**src/design/room_object_list_manager_top_macros.svh**
```systemverilog
// assertion macros for the room object list manager
// used by room_object_list_manager_top; needs clk and rst_n in scope
`ifndef ROOM_OBJECT_LIST_MANAGER_TOP_MACROS_SVH
`define ROOM_OBJECT_LIST_MANAGER_TOP_MACROS_SVH

// same-cycle implication, skipped during reset
`define ROLM_ASSERT_IMP(lbl, ante, cons, msg) \
  lbl: assert property (@(posedge clk) disable iff (!rst_n) (ante) |-> (cons)) \
    else $error(msg);

// next-cycle implication, skipped during reset
`define ROLM_ASSERT_NXT(lbl, ante, cons, msg) \
  lbl: assert property (@(posedge clk) disable iff (!rst_n) (ante) |=> (cons)) \
    else $error(msg);

`endif

```
**src/design/rolm_pkg.sv**
```systemverilog
// shared constants, types and microprogram for the room object list manager
// no dependencies; used by rolm_useq, rolm_dpath and the top level
package rolm_pkg;

  localparam int OBJECT_SLOTS = 256;
  localparam int ROOM_SLOTS   = 256;
  localparam int ID_W         = 8;
  localparam int LIM_W        = ID_W + 1;
  localparam int OBJ_AW       = $clog2(OBJECT_SLOTS);
  localparam int ROOM_AW      = $clog2(ROOM_SLOTS);
  localparam int STEP_W       = $clog2(OBJECT_SLOTS + 1);
  localparam int CLR_N        = (OBJECT_SLOTS > ROOM_SLOTS) ? OBJECT_SLOTS : ROOM_SLOTS;
  localparam int CLR_W        = $clog2(CLR_N + 1);

  localparam logic [ID_W-1:0]  NONE_ID  = '1;
  localparam logic [LIM_W-1:0] OBJ_LIM  = LIM_W'(OBJECT_SLOTS);
  localparam logic [LIM_W-1:0] ROOM_LIM = LIM_W'(ROOM_SLOTS);

  localparam logic [1:0] CMD_MOVE = 2'd0;
  localparam logic [1:0] CMD_PAIR = 2'd1;
  localparam logic [1:0] CMD_READ = 2'd2;

  typedef logic [3:0] upc_t;

  localparam upc_t UP_IDLE  = 4'd0;
  localparam upc_t UP_OBJ   = 4'd1;
  localparam upc_t UP_HEAD  = 4'd2;
  localparam upc_t UP_WALK  = 4'd3;
  localparam upc_t UP_FIX   = 4'd4;
  localparam upc_t UP_SET   = 4'd5;
  localparam upc_t UP_PUSH  = 4'd6;
  localparam upc_t UP_NEXT  = 4'd7;
  localparam upc_t UP_DONE  = 4'd8;
  localparam upc_t UP_RD    = 4'd9;
  localparam upc_t UP_RDCAP = 4'd10;

  typedef enum logic [3:0] {
    A_NOP,
    A_RD_ROOM,
    A_HEAD,
    A_WALK,
    A_FIX,
    A_SET,
    A_PUSH,
    A_PAIR,
    A_DONE,
    A_RDCAP
  } act_t;

  typedef enum logic [3:0] {
    C_NEVER,
    C_ALWAYS,
    C_START_RD,
    C_NO_START,
    C_OBJ_OOR,
    C_OLD_NONE,
    C_MISS,
    C_NOT_HIT,
    C_TGT_NONE,
    C_PAIR_MORE,
    C_OUT_FREE
  } cond_t;

  typedef struct packed {
    act_t  act;
    cond_t jcond;
    upc_t  target;
    cond_t hcond;
  } uword_t;

  typedef struct packed {
    logic clr_busy;
    logic obj_oor;
    logic old_none;
    logic miss;
    logic hit;
    logic tgt_none;
    logic pair_more;
  } stat_t;

  // jump when jcond holds, else stay when hcond holds, else fall through
  function automatic uword_t ucode(input upc_t pc);
    uword_t w;
    unique case (pc)
      UP_IDLE:  w = '{A_NOP,     C_START_RD,  UP_RD,   C_NO_START};
      UP_OBJ:   w = '{A_RD_ROOM, C_OBJ_OOR,   UP_NEXT, C_NEVER};
      UP_HEAD:  w = '{A_HEAD,    C_OLD_NONE,  UP_SET,  C_NEVER};
      UP_WALK:  w = '{A_WALK,    C_MISS,      UP_SET,  C_NOT_HIT};
      UP_FIX:   w = '{A_FIX,     C_NEVER,     UP_IDLE, C_NEVER};
      UP_SET:   w = '{A_SET,     C_TGT_NONE,  UP_NEXT, C_NEVER};
      UP_PUSH:  w = '{A_PUSH,    C_NEVER,     UP_IDLE, C_NEVER};
      UP_NEXT:  w = '{A_PAIR,    C_PAIR_MORE, UP_OBJ,  C_NEVER};
      UP_DONE:  w = '{A_DONE,    C_OUT_FREE,  UP_IDLE, C_ALWAYS};
      UP_RD:    w = '{A_RD_ROOM, C_OBJ_OOR,   UP_DONE, C_NEVER};
      UP_RDCAP: w = '{A_RDCAP,   C_ALWAYS,    UP_DONE, C_NEVER};
      default:  w = '{A_NOP,     C_ALWAYS,    UP_IDLE, C_NEVER};
    endcase
    return w;
  endfunction

  function automatic logic obj_ok(input logic [ID_W-1:0] v);
    return {1'b0, v} < OBJ_LIM;
  endfunction

  function automatic logic room_ok(input logic [ID_W-1:0] v);
    return (v != NONE_ID) && ({1'b0, v} < ROOM_LIM);
  endfunction

endpackage

```
**src/design/rolm_useq.sv**
```systemverilog
// microcode sequencer: step counter, control store lookup, branch logic
// depends on rolm_pkg
module rolm_useq (
  input  logic            clk,
  input  logic            rst_n,
  input  logic            start,
  input  logic            start_rd,
  input  logic            out_free,
  input  rolm_pkg::stat_t stat,
  output rolm_pkg::act_t  act,
  output logic            idle
);

  rolm_pkg::upc_t   upc_r;
  rolm_pkg::upc_t   upc_nxt;
  rolm_pkg::uword_t uw;
  logic             jump;
  logic             hold;

  function automatic logic eval(input rolm_pkg::cond_t c, input rolm_pkg::stat_t s,
                                input logic st, input logic st_rd, input logic ofree);
    logic r;
    unique case (c)
      rolm_pkg::C_NEVER:     r = 1'b0;
      rolm_pkg::C_ALWAYS:    r = 1'b1;
      rolm_pkg::C_START_RD:  r = st && st_rd;
      rolm_pkg::C_NO_START:  r = !st;
      rolm_pkg::C_OBJ_OOR:   r = s.obj_oor;
      rolm_pkg::C_OLD_NONE:  r = s.old_none;
      rolm_pkg::C_MISS:      r = s.miss;
      rolm_pkg::C_NOT_HIT:   r = !s.hit;
      rolm_pkg::C_TGT_NONE:  r = s.tgt_none;
      rolm_pkg::C_PAIR_MORE: r = s.pair_more;
      rolm_pkg::C_OUT_FREE:  r = ofree;
      default:               r = 1'b0;
    endcase
    return r;
  endfunction

  always_comb begin
    uw   = rolm_pkg::ucode(upc_r);
    jump = eval(uw.jcond, stat, start, start_rd, out_free);
    hold = eval(uw.hcond, stat, start, start_rd, out_free);
    priority if (jump) begin
      upc_nxt = uw.target;
    end else if (hold) begin
      upc_nxt = upc_r;
    end else begin
      upc_nxt = 4'(upc_r + 4'd1);
    end
  end

  always_ff @(posedge clk) begin
    if (!rst_n) begin
      upc_r <= rolm_pkg::UP_IDLE;
    end else begin
      upc_r <= upc_nxt;
    end
  end

  assign act  = uw.act;
  assign idle = (upc_r == rolm_pkg::UP_IDLE);

endmodule

```
**config.mk**
```make
export PLATFORM = sky130hd
export DESIGN_NAME = rolm_useq
export DESIGN_NICKNAME = d
export VERILOG_FILES = /design/src/design/room_object_list_manager_top_macros.svh /design/src/design/rolm_pkg.sv /design/src/design/rolm_useq.sv
export SDC_FILE = /design/constraint.sdc
export NUM_CORES = 1
export LEC_CHECK = 0
export ABC_AREA = 1
export ABC_CLOCK_PERIOD_IN_PS = 2600
export BUFFER_PORTS_ARGS = -buffer_cell sky130_fd_sc_hd__buf_2
export CAP_MARGIN = 10
export CORE_MARGIN = 1
export CORE_UTILIZATION = 53
export CTS_CLUSTER_DIAMETER = 200
export CTS_CLUSTER_SIZE = 10
export DETAILED_ROUTE_END_ITERATION = 12
export PLACE_DENSITY = 0.77
export SLEW_MARGIN = 0
export SYNTH_ARGS = -nofsm -noshare
export SYNTH_HDL_FRONTEND = slang
export SYNTH_SLANG_ARGS = --single-unit
```
**constraint.sdc**
```tcl
create_clock -name clk -period 2.6 [get_ports clk]
set_clock_uncertainty 0.1 [all_clocks]
set_input_delay 0 -clock clk [delete_from_list [all_inputs] [get_ports clk]]
set_output_delay 0 -clock clk [all_outputs]
set_load 0.03 [all_outputs]
```
==> results of run 1 <==
-- worst register-to-register path: stages (launching register included) --
cell,delay [ns]
dfxtp_1,0.51
inv_4,0.08
nand3_1,0.07
nand2_1,0.07
nand2_2,0.10
inv_1,0.06
nor2_2,0.11
nand2_1,0.09
nand2_2,0.07
nand2_2,0.06
a21oi_4,0.14
inv_2,0.08
ha_1,0.32
inv_1,0.07
nand3_2,0.08
o21ai_1,0.07
-- state kept, by name, summed over array words and instances (netlist names) --
| register | cells |
|---|---|
| uw | 14 |
| upc_r | 4 |
-- layout make-up --
type                    instances  area [sq um]  share of cell area [%]
flip-flops and latches         18           360                    26.6
clock buffers                   4          36.3                    2.68
repair buffers                 16          82.6                    6.09
well taps                      28          35.0                    2.59
multi-input cells             112           744                    54.9
inverters                      23          96.3                    7.11
-- metal layers --
metal	vias to the layer above	track usage [%]
met4	0	8.80
met5	-	0
li1	518	-
met1	445	23.9
met2	19	32.7
met3	4	2.73
-- through the flow --
step / area (sq um) / std cells / total power [mW]
5_1_grt: 1360 / 201 / 2.16
6_report: 1360 / 201 / 1.96
3_3_place_gp: 1320 / 197 / 1.76
4_1_cts: 1360 / 201 / 1.97
2_1_floorplan: 1260 / 159 / 1.60
3_5_place_dp: 1320 / 197 / 1.81
-- Yosys cell counts --
library cell / n / area share [%]
a21oi_1: 1 / 0.40
a21oi_2: 2 / 1.4
a21oi_4: 2 / 2.6
buf_4: 4 / 2.4
buf_6: 1 / 0.90
clkbuf_8: 1 / 1.1
dfxtp_1: 18 / 29
ha_1: 7 / 7.0
inv_1: 17 / 5.1
inv_2: 4 / 1.2
inv_4: 1 / 0.50
inv_8: 1 / 0.90
nand2_1: 37 / 11
nand2_2: 11 / 5.5
nand2_4: 4 / 3.6
nand2_8: 1 / 1.6
nand3_1: 16 / 6.4
nand3_2: 3 / 2.4
nand3_4: 3 / 4.2
nor2_1: 9 / 2.7
nor2_2: 2 / 1.0
nor2_8: 1 / 1.6
nor3_2: 1 / 0.80
nor3b_1: 1 / 0.60
o21a_1: 1 / 0.60
o21ai_0: 1 / 0.40
o21ai_1: 4 / 1.6
o21bai_1: 1 / 0.60
or2_4: 1 / 0.70
xor2_1: 2 / 1.4
xor2_2: 1 / 1.3
-- worst max path at each step --
| stage | startpoint | end | slack (ns) | depth (start not counted) |
|---|---|---|---|---|
| 2_1_floorplan | uw[9] | uw[9] | 0.61 | 13 |
| 6_report | uw[9] | uw[9] | 0.46 | 15 |
| 5_1_grt | uw[9] | uw[8] | 0.24 | 12 |
| 3_3_place_gp | uw[9] | uw[8] | 0.49 | 12 |
| 3_5_place_dp | uw[9] | uw[9] | 0.46 | 15 |
| 4_1_cts | uw[9] | uw[8] | 0.44 | 12 |
-- power by group through the flow --
stage,clock (mW),sequential (mW),combinational (mW)
after floorplan,0,0.465,1.14
after global placement,0,0.494,1.27
after detailed placement,0,0.502,1.30
after CTS,0.167,0.495,1.31
after global routing,0.187,0.515,1.45
final,0.167,0.497,1.29
-- kinds of logic (layout without fill, tap and decap cells) --
logic type	Yosys count	after routing	share of synthesized area, %
and+or+nand+nor	90	90	42.0
adders and majority gates	7	7	6.97
buffers and inverters	29	43	12.1
AOI/OAI and AO/OA	12	12	7.57
DFF	18	18	28.7
xor gates and xnor gates	3	3	2.69
==> results.sh, run 1 <==
export IMPL_outcome="finished, final reports clean"
export IMPL_internal_power_mw=0.946
export IMPL_ys_seq_area_share_pct=28.7
export IMPL_r2r_start="uw[9]"
export IMPL_drc=0
export IMPL_setup_tns_final_ns=0
export IMPL_drt_total_wl_mm=2.12
export IMPL_path_cells="inv_4 -> nand3_1 -> nand2_1 -> nand2_2 -> inv_1 -> nor2_2 -> nand2_1 -> nand2_2 -> nand2_2 -> a21oi_4 -> inv_2 -> ha_1 -> inv_1 -> nand3_2 -> o21ai_1"
export IMPL_p_sw_share_pct=51.7
export IMPL_worst_slew_pin_slew_ns=0.303
export IMPL_r2r_end="uw[9]"
export IMPL_n_antenna_cell=0
export IMPL_cts_max_level=1
export IMPL_ant_nets=0
export IMPL_grt_setup_unrepaired="no"
export IMPL_peakVddDrop_mv=0.912
export IMPL_cts_tree="yes"
export IMPL_fp_dieH_um=50.7
export IMPL_dr_total_vias=986
export IMPL_cts_hold_buf=0
export IMPL_critical_path_top_delay_family="simple AND/OR/NAND/NOR gates"
export IMPL_antenna_found_initial=0
export IMPL_synth_area_sq_mm=0.00126
export IMPL_vias_per_cell=4.91
export IMPL_m1WireLength_um=941
export IMPL_pwr_share_seq_pct=25.4
export IMPL_final_cell_mix="37 x nand2_1, 18 x dfxtp_1, 17 x inv_1"
export IMPL_top_layer="met4"
export IMPL_core_sq_mm=0.00223
export IMPL_setup_slack_ns=0.457
export IMPL_ys_warn_count=0
export IMPL_path_clk_slew_ns=0.10
export IMPL_fp_dieArea_sq_mm=0.00257
export IMPL_n_fill_cell=208
export IMPL_worstPathArrival_ns=2.27
export IMPL_netSwitchingPower_mw=1.01
export IMPL_fmax_mhz=467
export IMPL_path_buf_inv=4
export IMPL_gp_congestion=0.823
export IMPL_io_buffers=15
export IMPL_post_cts_buffers=0
export IMPL_grt_max_degree=11
export IMPL_startpoint_type="flip-flop"
export IMPL_fp_row_count=17
export IMPL_finalNetCount=193
export IMPL_slew_headroom_pct=79.8
export IMPL_timing_final_crit_share_pct=82.4
export IMPL_slew_violations=0
export IMPL_fin_util_pct=60.7
export IMPL_cpMaxStageDelayCell="dfxtp_1"
export IMPL_leakage_nw=0.722
export IMPL_clkPwrFrac_pct=8.5
export IMPL_track_usage_pct=19.3
export IMPL_ios=17
export IMPL_maxCapViolCount=0
export IMPL_drt_pass1_iter_count=4
export IMPL_cts_root_buf="clkbuf_4"
export IMPL_wl_met3_um=70
export IMPL_initial_core_util_pct=56.2
export IMPL_hp_class="in2reg"
export IMPL_avgSynthCellArea_sq_um=7.90
export IMPL_slowest_delay_ns=0.51
export IMPL_netlist_instances=159
export IMPL_cp_common_cell="nand2_2"
export IMPL_min_from="rst_n"
export IMPL_synth_cell_types=31
export IMPL_whs_path_depth=3
export IMPL_grt_pass1_vias=910
export IMPL_grt_overflow=0
export IMPL_whs_ns=0.0107
export IMPL_reg2reg_slack_ns=0.46
export IMPL_dpl_hpwl_mm=1.76
export IMPL_numCtsBuffers=3
export IMPL_path_class="reg2reg"
export IMPL_cellPowerDensity_mw_per_mm2=1440
export IMPL_synth_seq_cells=18
export IMPL_cts_sinks=18
export IMPL_wl_met2_mm=1.07
export IMPL_min_to="upc_r[0]"
export IMPL_routedWlPerCell_um=10.5
export IMPL_end_kind="flip-flop"
export IMPL_cts_max_path_buffers=2
export IMPL_worstPathRequired_ns=2.73
export IMPL_cp_max_fo=8
export IMPL_insertion_delay_ns=0.29
export IMPL_r2r_cells=15
export IMPL_die_x_um=50.7
export IMPL_pwr_share_comb_pct=66.1
export IMPL_dp_slack_ns=0.461
export IMPL_syn_nets=178
export IMPL_final_common_cell="nand2_1"
export IMPL_grt_pass1_wl_mm=3.75
export IMPL_period_minus_slack_ns=2.14
export IMPL_drive_gt1_share_pct=33.5
export IMPL_drt_iter0_drc=13
export IMPL_setup_viol=0
export IMPL_hold_viol_final=0
export IMPL_cts_resized=0
export IMPL_syn_to_final_growth_pct=7.87
No activity file was read; power rests on OpenSTA's default activity.
==> inputs of run 2 (changes only) <==
- ABC_CLOCK_PERIOD_IN_PS: 2600 -> 1700
- CORE_UTILIZATION: 53 -> 51
- PLACE_DENSITY: 0.77 -> 0.78
- clock period: 2.6 -> 1.7 ns (I/O delays scaled with it)
==> run 2 against run 1 <==
Compared with the run above: the run now ends with negative setup slack left; clock power up 26%; maximum frequency up 5.3%; cell count up 17%; wire length up 66%; register-to-register slack worse by 0.79 ns; core utilization up 20 points; worst setup slack worse by 0.79 ns; clock-buffer cell count down 1; global-route usage up 3.6 points; largest power group unchanged; highest routed layer unchanged.
==> results.sh, run 2 (synthesis gave the netlist of run 1 again) <==
export IMPL_grt_overflow=0
export IMPL_ios=17
export IMPL_maxCapViolCount=0
export IMPL_fp_row_count=17
export IMPL_routedWlPerCell_um=14.9
export IMPL_fmax_mhz=491
export IMPL_setup_viol=16
export IMPL_core_sq_mm=0.00228
export IMPL_whs_path_depth=3
export IMPL_cts_max_level=1
export IMPL_largest_reg_flops=14
export IMPL_cp_max_fo=8
export IMPL_hold_viol_final=0
export IMPL_initial_core_util_pct=55.2
export IMPL_syn_to_final_growth_pct=46.8
export IMPL_grt_max_degree=11
export IMPL_worstPathRequired_ns=1.79
export IMPL_cts_max_path_buffers=2
export IMPL_r2r_cells=13
export IMPL_cellPowerDensity_mw_per_mm2=2470
export IMPL_track_usage_pct=22.9
export IMPL_die_x_um=51.6
export IMPL_n_fill_cell=133
export IMPL_cts_sinks=18
export IMPL_setup_slack_ns=-0.336
export IMPL_fp_dieArea_sq_mm=0.00267
export IMPL_finalNetCount=229
export IMPL_register_area_sq_um=374
export IMPL_grt_setup_unrepaired="yes"
export IMPL_final_common_cell="nand2_1"
export IMPL_power_mw=4.56
export IMPL_io_buffers=15
export IMPL_ant_nets=0
export IMPL_violations="negative setup slack"
export IMPL_worstPathArrival_ns=2.13
export IMPL_dr_total_vias=1175
export IMPL_end_kind="flip-flop"
export IMPL_dp_slack_ns=-0.335
export IMPL_antenna_found_initial=0
export IMPL_fp_dieH_um=51.6
export IMPL_period_minus_slack_ns=2.04
export IMPL_grt_pass1_wl_mm=4.54
export IMPL_cts_tree="yes"
export IMPL_grt_pass1_vias=1053
export IMPL_worst_slew_pin_slew_ns=0.333
export IMPL_path_class="reg2reg"
export IMPL_hp_class="in2reg"
export IMPL_vias_per_cell=4.98
export IMPL_peakVddDrop_mv=1.72
export IMPL_leakage_nw=0.928
export IMPL_insertion_delay_ns=0.30
export IMPL_cts_root_buf="clkbuf_4"
export IMPL_slew_headroom_pct=77.8
export IMPL_post_place_cells=213
export IMPL_drt_iter0_drc=38
export IMPL_drt_total_wl_mm=3.51
export IMPL_timing_final_crit_share_pct=120
export IMPL_dpl_hpwl_mm=1.97
export IMPL_numCtsBuffers=3
export IMPL_startpoint_type="flip-flop"
export IMPL_drt_pass1_iter_count=5
export IMPL_slew_violations=0
export IMPL_n_antenna_cell=0
export IMPL_drive_gt1_share_pct=60.6
export IMPL_fin_cells=236
export IMPL_path_clk_slew_ns=0.10
export IMPL_multi_input_area_sq_um=911
export IMPL_drc=0
export IMPL_outcome="complete, but fails checks"
export IMPL_final_cell_mix="29 x nand2_1, 27 x buf_4, 16 x nand2_2"
export IMPL_gp_congestion=0.867
==> run 2: layout make-up <==
type                       count  area share (%)
multi-input combinational    112            49.4
timing repair buffer          52            21.6
sequential                    18            20.3
inverter                      23            5.63
clock buffer                   3            1.22
tap                           28            1.90
==> run 2: power breakdown <==
part           total (mW)  switching (mW)  internal (mW)
logic                3.54            1.88           1.66
registers           0.808           0.176          0.632
clock network       0.211           0.128         0.0827
total                4.56            2.18           2.38
==> run 2: worst paths after layout <==
check,slack (ns),from,end
worst max-delay path,-0.34,uw[9],uw[9]
worst max register to register,-0.34,uw[9],uw[9]
worst min-delay path,0.06,rst_n,uw[15]
worst min register to register,0.53,upc_r[2],upc_r[2]
==> run 2: metrics by stage <==
step | TNS, ns | utilization [%] | cell area [sq um] | hold WS (ns)
6_report | -3.67 | 81.0 | 1840 | 0.0577
4_1_cts | -1.77 | 70.4 | 1600 | 0.0153
3_3_place_gp | -1.83 | 64.2 | 1460 | 0.312
3_5_place_dp | -2.78 | 64.2 | 1460 | 0.314
2_1_floorplan | -1.20 | - | 1280 | 0.236
5_1_grt | -5.18 | 81.0 | 1840 | 0.0825
==> run 2: per-layer routing <==
metal | vias to the layer above | part of all wire, % | track usage (%)
met1 | 543 | 39 | 27.3
met2 | 36 | 56 | 42.2
li1 | 589 | - | -
met4 | 0 | 2.1 | 9.91
met3 | 7 | 3.7 | 0.877
met5 | - | 0 | 0
==> run 2: timing repair <==
item / CTS / global route
endpoints found under the setup margin: 15 / 16
pin swaps: 14 / 12
buffers inserted: 6 / 13
hold buffers: 1 / 0
endpoints found under the hold margin: 1 / 0
gates resized for setup: 22 / 32
==> run 2: critical path: stages, from the launching register on <==
cell and delay, ns:
dfxtp_4 0.40, inv_6 0.09, nand2_1 0.06, o21ai_2 0.15
nand2_2 0.11, nand2_4 0.11, nand2_1 0.07, nand3_2 0.10
nand3_4 0.14, buf_12 0.17, ha_4 0.27, inv_2 0.04
nand3_2 0.07, o21ai_1 0.06
==> inputs of run 3 (changes only) <==
- CORE_UTILIZATION: 51 -> 53
- CTS_BUF_LIST: unset -> sky130_fd_sc_hd__clkbuf_4
- PLACE_DENSITY: 0.78 -> 0.8
==> run 3 against run 2 <==
Compared with the run above: the flow still finishes with violations (negative setup slack); global-route usage rose by 2.8 points; sequential share of layout area rose by 1.2 points; final area fell by 5.4%; core utilization fell by 2.9 points; power fell by 8.2%; cell count fell by 3.4%; clock-buffer cell count did not move; clock power fell by 3%; wire length fell by 4.1%; highest routed layer unchanged; combinational power fell by 10%; first-iteration DRC count fell by 32%; critical endpoint unchanged; largest power group unchanged; via count fell by 1.7%.
==> results.sh, run 3 (synthesis gave the netlist of run 1 again) <==
export IMPL_ant_nets=0
export IMPL_antenna_found_initial=0
export IMPL_slowest_delay_ns=0.42
export IMPL_grt_max_degree=11
export IMPL_cts_tree="yes"
export IMPL_fp_dieArea_sq_mm=0.00257
export IMPL_period_minus_slack_ns=2.09
export IMPL_drc=0
export IMPL_fmax_mhz=478
export IMPL_fp_dieH_um=50.7
export IMPL_outcome="complete, but fails checks"
export IMPL_n_antenna_cell=0
export IMPL_startpoint_type="flip-flop"
export IMPL_drt_pass1_iter_count=4
export IMPL_worstPathRequired_ns=1.79
export IMPL_slew_violations=0
export IMPL_cts_max_path_buffers=2
export IMPL_cts_max_level=1
export IMPL_drt_iter0_drc=26
export IMPL_ios=17
export IMPL_worstPathArrival_ns=2.18
export IMPL_largest_reg_flops=14
export IMPL_routedWlPerCell_um=14.8
export IMPL_timing_final_crit_share_pct=123
export IMPL_path_clk_slew_ns=0.09
export IMPL_worst_slew_pin_slew_ns=0.283
export IMPL_fp_row_count=17
export IMPL_path_class="reg2reg"
export IMPL_maxCapViolCount=0
export IMPL_finalNetCount=221
export IMPL_setup_slack_ns=-0.393
export IMPL_cpMaxStageDelayCell="dfxtp_4"
export IMPL_cp_max_fo=7
export IMPL_numCtsBuffers=3
export IMPL_insertion_delay_ns=0.29
export IMPL_syn_to_final_growth_pct=38.8
export IMPL_setup_viol=16
export IMPL_dp_slack_ns=-0.373
export IMPL_initial_core_util_pct=56.2
export IMPL_gp_congestion=0.875
export IMPL_grt_setup_unrepaired="yes"
export IMPL_cts_hold_buf=0
export IMPL_hp_class="in2reg"
export IMPL_cellPowerDensity_mw_per_mm2=2400
export IMPL_core_sq_mm=0.00223
export IMPL_violations="negative setup slack"
export IMPL_drive_gt1_share_pct=57.5
export IMPL_dpl_hpwl_mm=2.16
export IMPL_drt_total_wl_mm=3.36
export IMPL_peakVddDrop_mv=1.83
export IMPL_io_buffers=15
export IMPL_grt_pass1_vias=1095
export IMPL_path_cells="inv_4 -> nand3_1 -> nand2_1 -> nand2_2 -> buf_6 -> nand3_4 -> nor2_8 -> or2_4 -> nand3_4 -> ha_4 -> inv_2 -> nand3_2 -> o21ai_2"
export IMPL_cts_sinks=18
export IMPL_grt_pass1_wl_mm=4.89
export IMPL_final_cell_mix="30 x nand2_1, 22 x buf_4, 15 x nand2_2, 15 x buf_2, 14 x dfxtp_1"
export IMPL_cp_common_cell="nand3_4"
export IMPL_slew_headroom_pct=81.1
export IMPL_leakage_nw=0.887
export IMPL_dr_total_vias=1155
export IMPL_track_usage_pct=25.6
export IMPL_final_common_cell="nand2_1"
export IMPL_hold_viol_final=0
export IMPL_end_kind="flip-flop"
export IMPL_fin_util_pct=78.1
export IMPL_cts_root_buf="clkbuf_4"
export IMPL_vias_per_cell=5.07
export IMPL_die_x_um=50.7
export IMPL_grt_overflow=0
export IMPL_whs_ns=0.0158
==> run 3: cell count changes in the layout (fill, tap and decap cells not counted), moves of 2 or more <==
cell / change
buf_4: -5
buf_6: -2
dfxtp_2: -2
inv_4: +2
nor2_1: +2
nor2_2: -3
==> run 3: worst paths after layout <==
kind	start	to	slack [ns]	depth (start not counted)
max	uw[8]	uw[9]	-0.39	13
min	rst_n	upc_r[2]	0.02	3
max reg2reg	uw[8]	uw[9]	-0.39	13
min reg2reg	upc_r[2]	upc_r[2]	0.52	2
==> run 3: cell type report <==
class	instances	area [sq um]
clock buffers	3	22.5
fillers	143	489
inverters	23	104
multi-input cells	112	880
flip-flops and latches	18	375
well taps	28	35.0
repair buffers	44	328
==> run 3: power by group <==
| part | internal [mW] | switching, mW |
|---|---|---|
| combinational | 1.40 | 1.79 |
| clock | 0.0827 | 0.122 |
| sequential | 0.630 | 0.167 |
| total | 2.11 | 2.08 |
==> run 3: metrics by stage <==
stage	area, sq um	power [mW]	setup TNS, ns	std cells
global placement	1460	3.10	-1.72	213
detailed placement	1460	3.22	-3.21	213
finish	1740	4.19	-4.33	228
global route	1740	4.46	-5.59	228
CTS	1620	3.79	-2.04	223
floorplan	1280	2.52	-1.20	159
==> run 3: worst max-delay path, delay by kind of cell (launching register included) <==
kind            cells  cell delay, ns
simple gates        8            0.90
compound gates      1            0.06
fa+ha+maj           1            0.32
buf+inv             3            0.20
flops               1            0.42
==> run 3: repair_timing <==
| action | in CTS | in global routing |
|---|---|---|
| setup buffers | 7 | 5 |
| gates resized for setup | 26 | 21 |
| pin swaps | 7 | 21 |
| endpoints found under the setup margin | 15 | 17 |
| hold endpoints to repair | 0 | 0 |
==> run 3: layer usage <==
metal / wire [um] / global-route usage [%] / vias up
li1: - / - / 577
met1: 1400 / 28.4 / 540
met2: 1790 / 49.6 / 28
met3: 76 / 2.73 / 10
met4: 98 / 8.80 / 0
met5: 0 / 0 / -
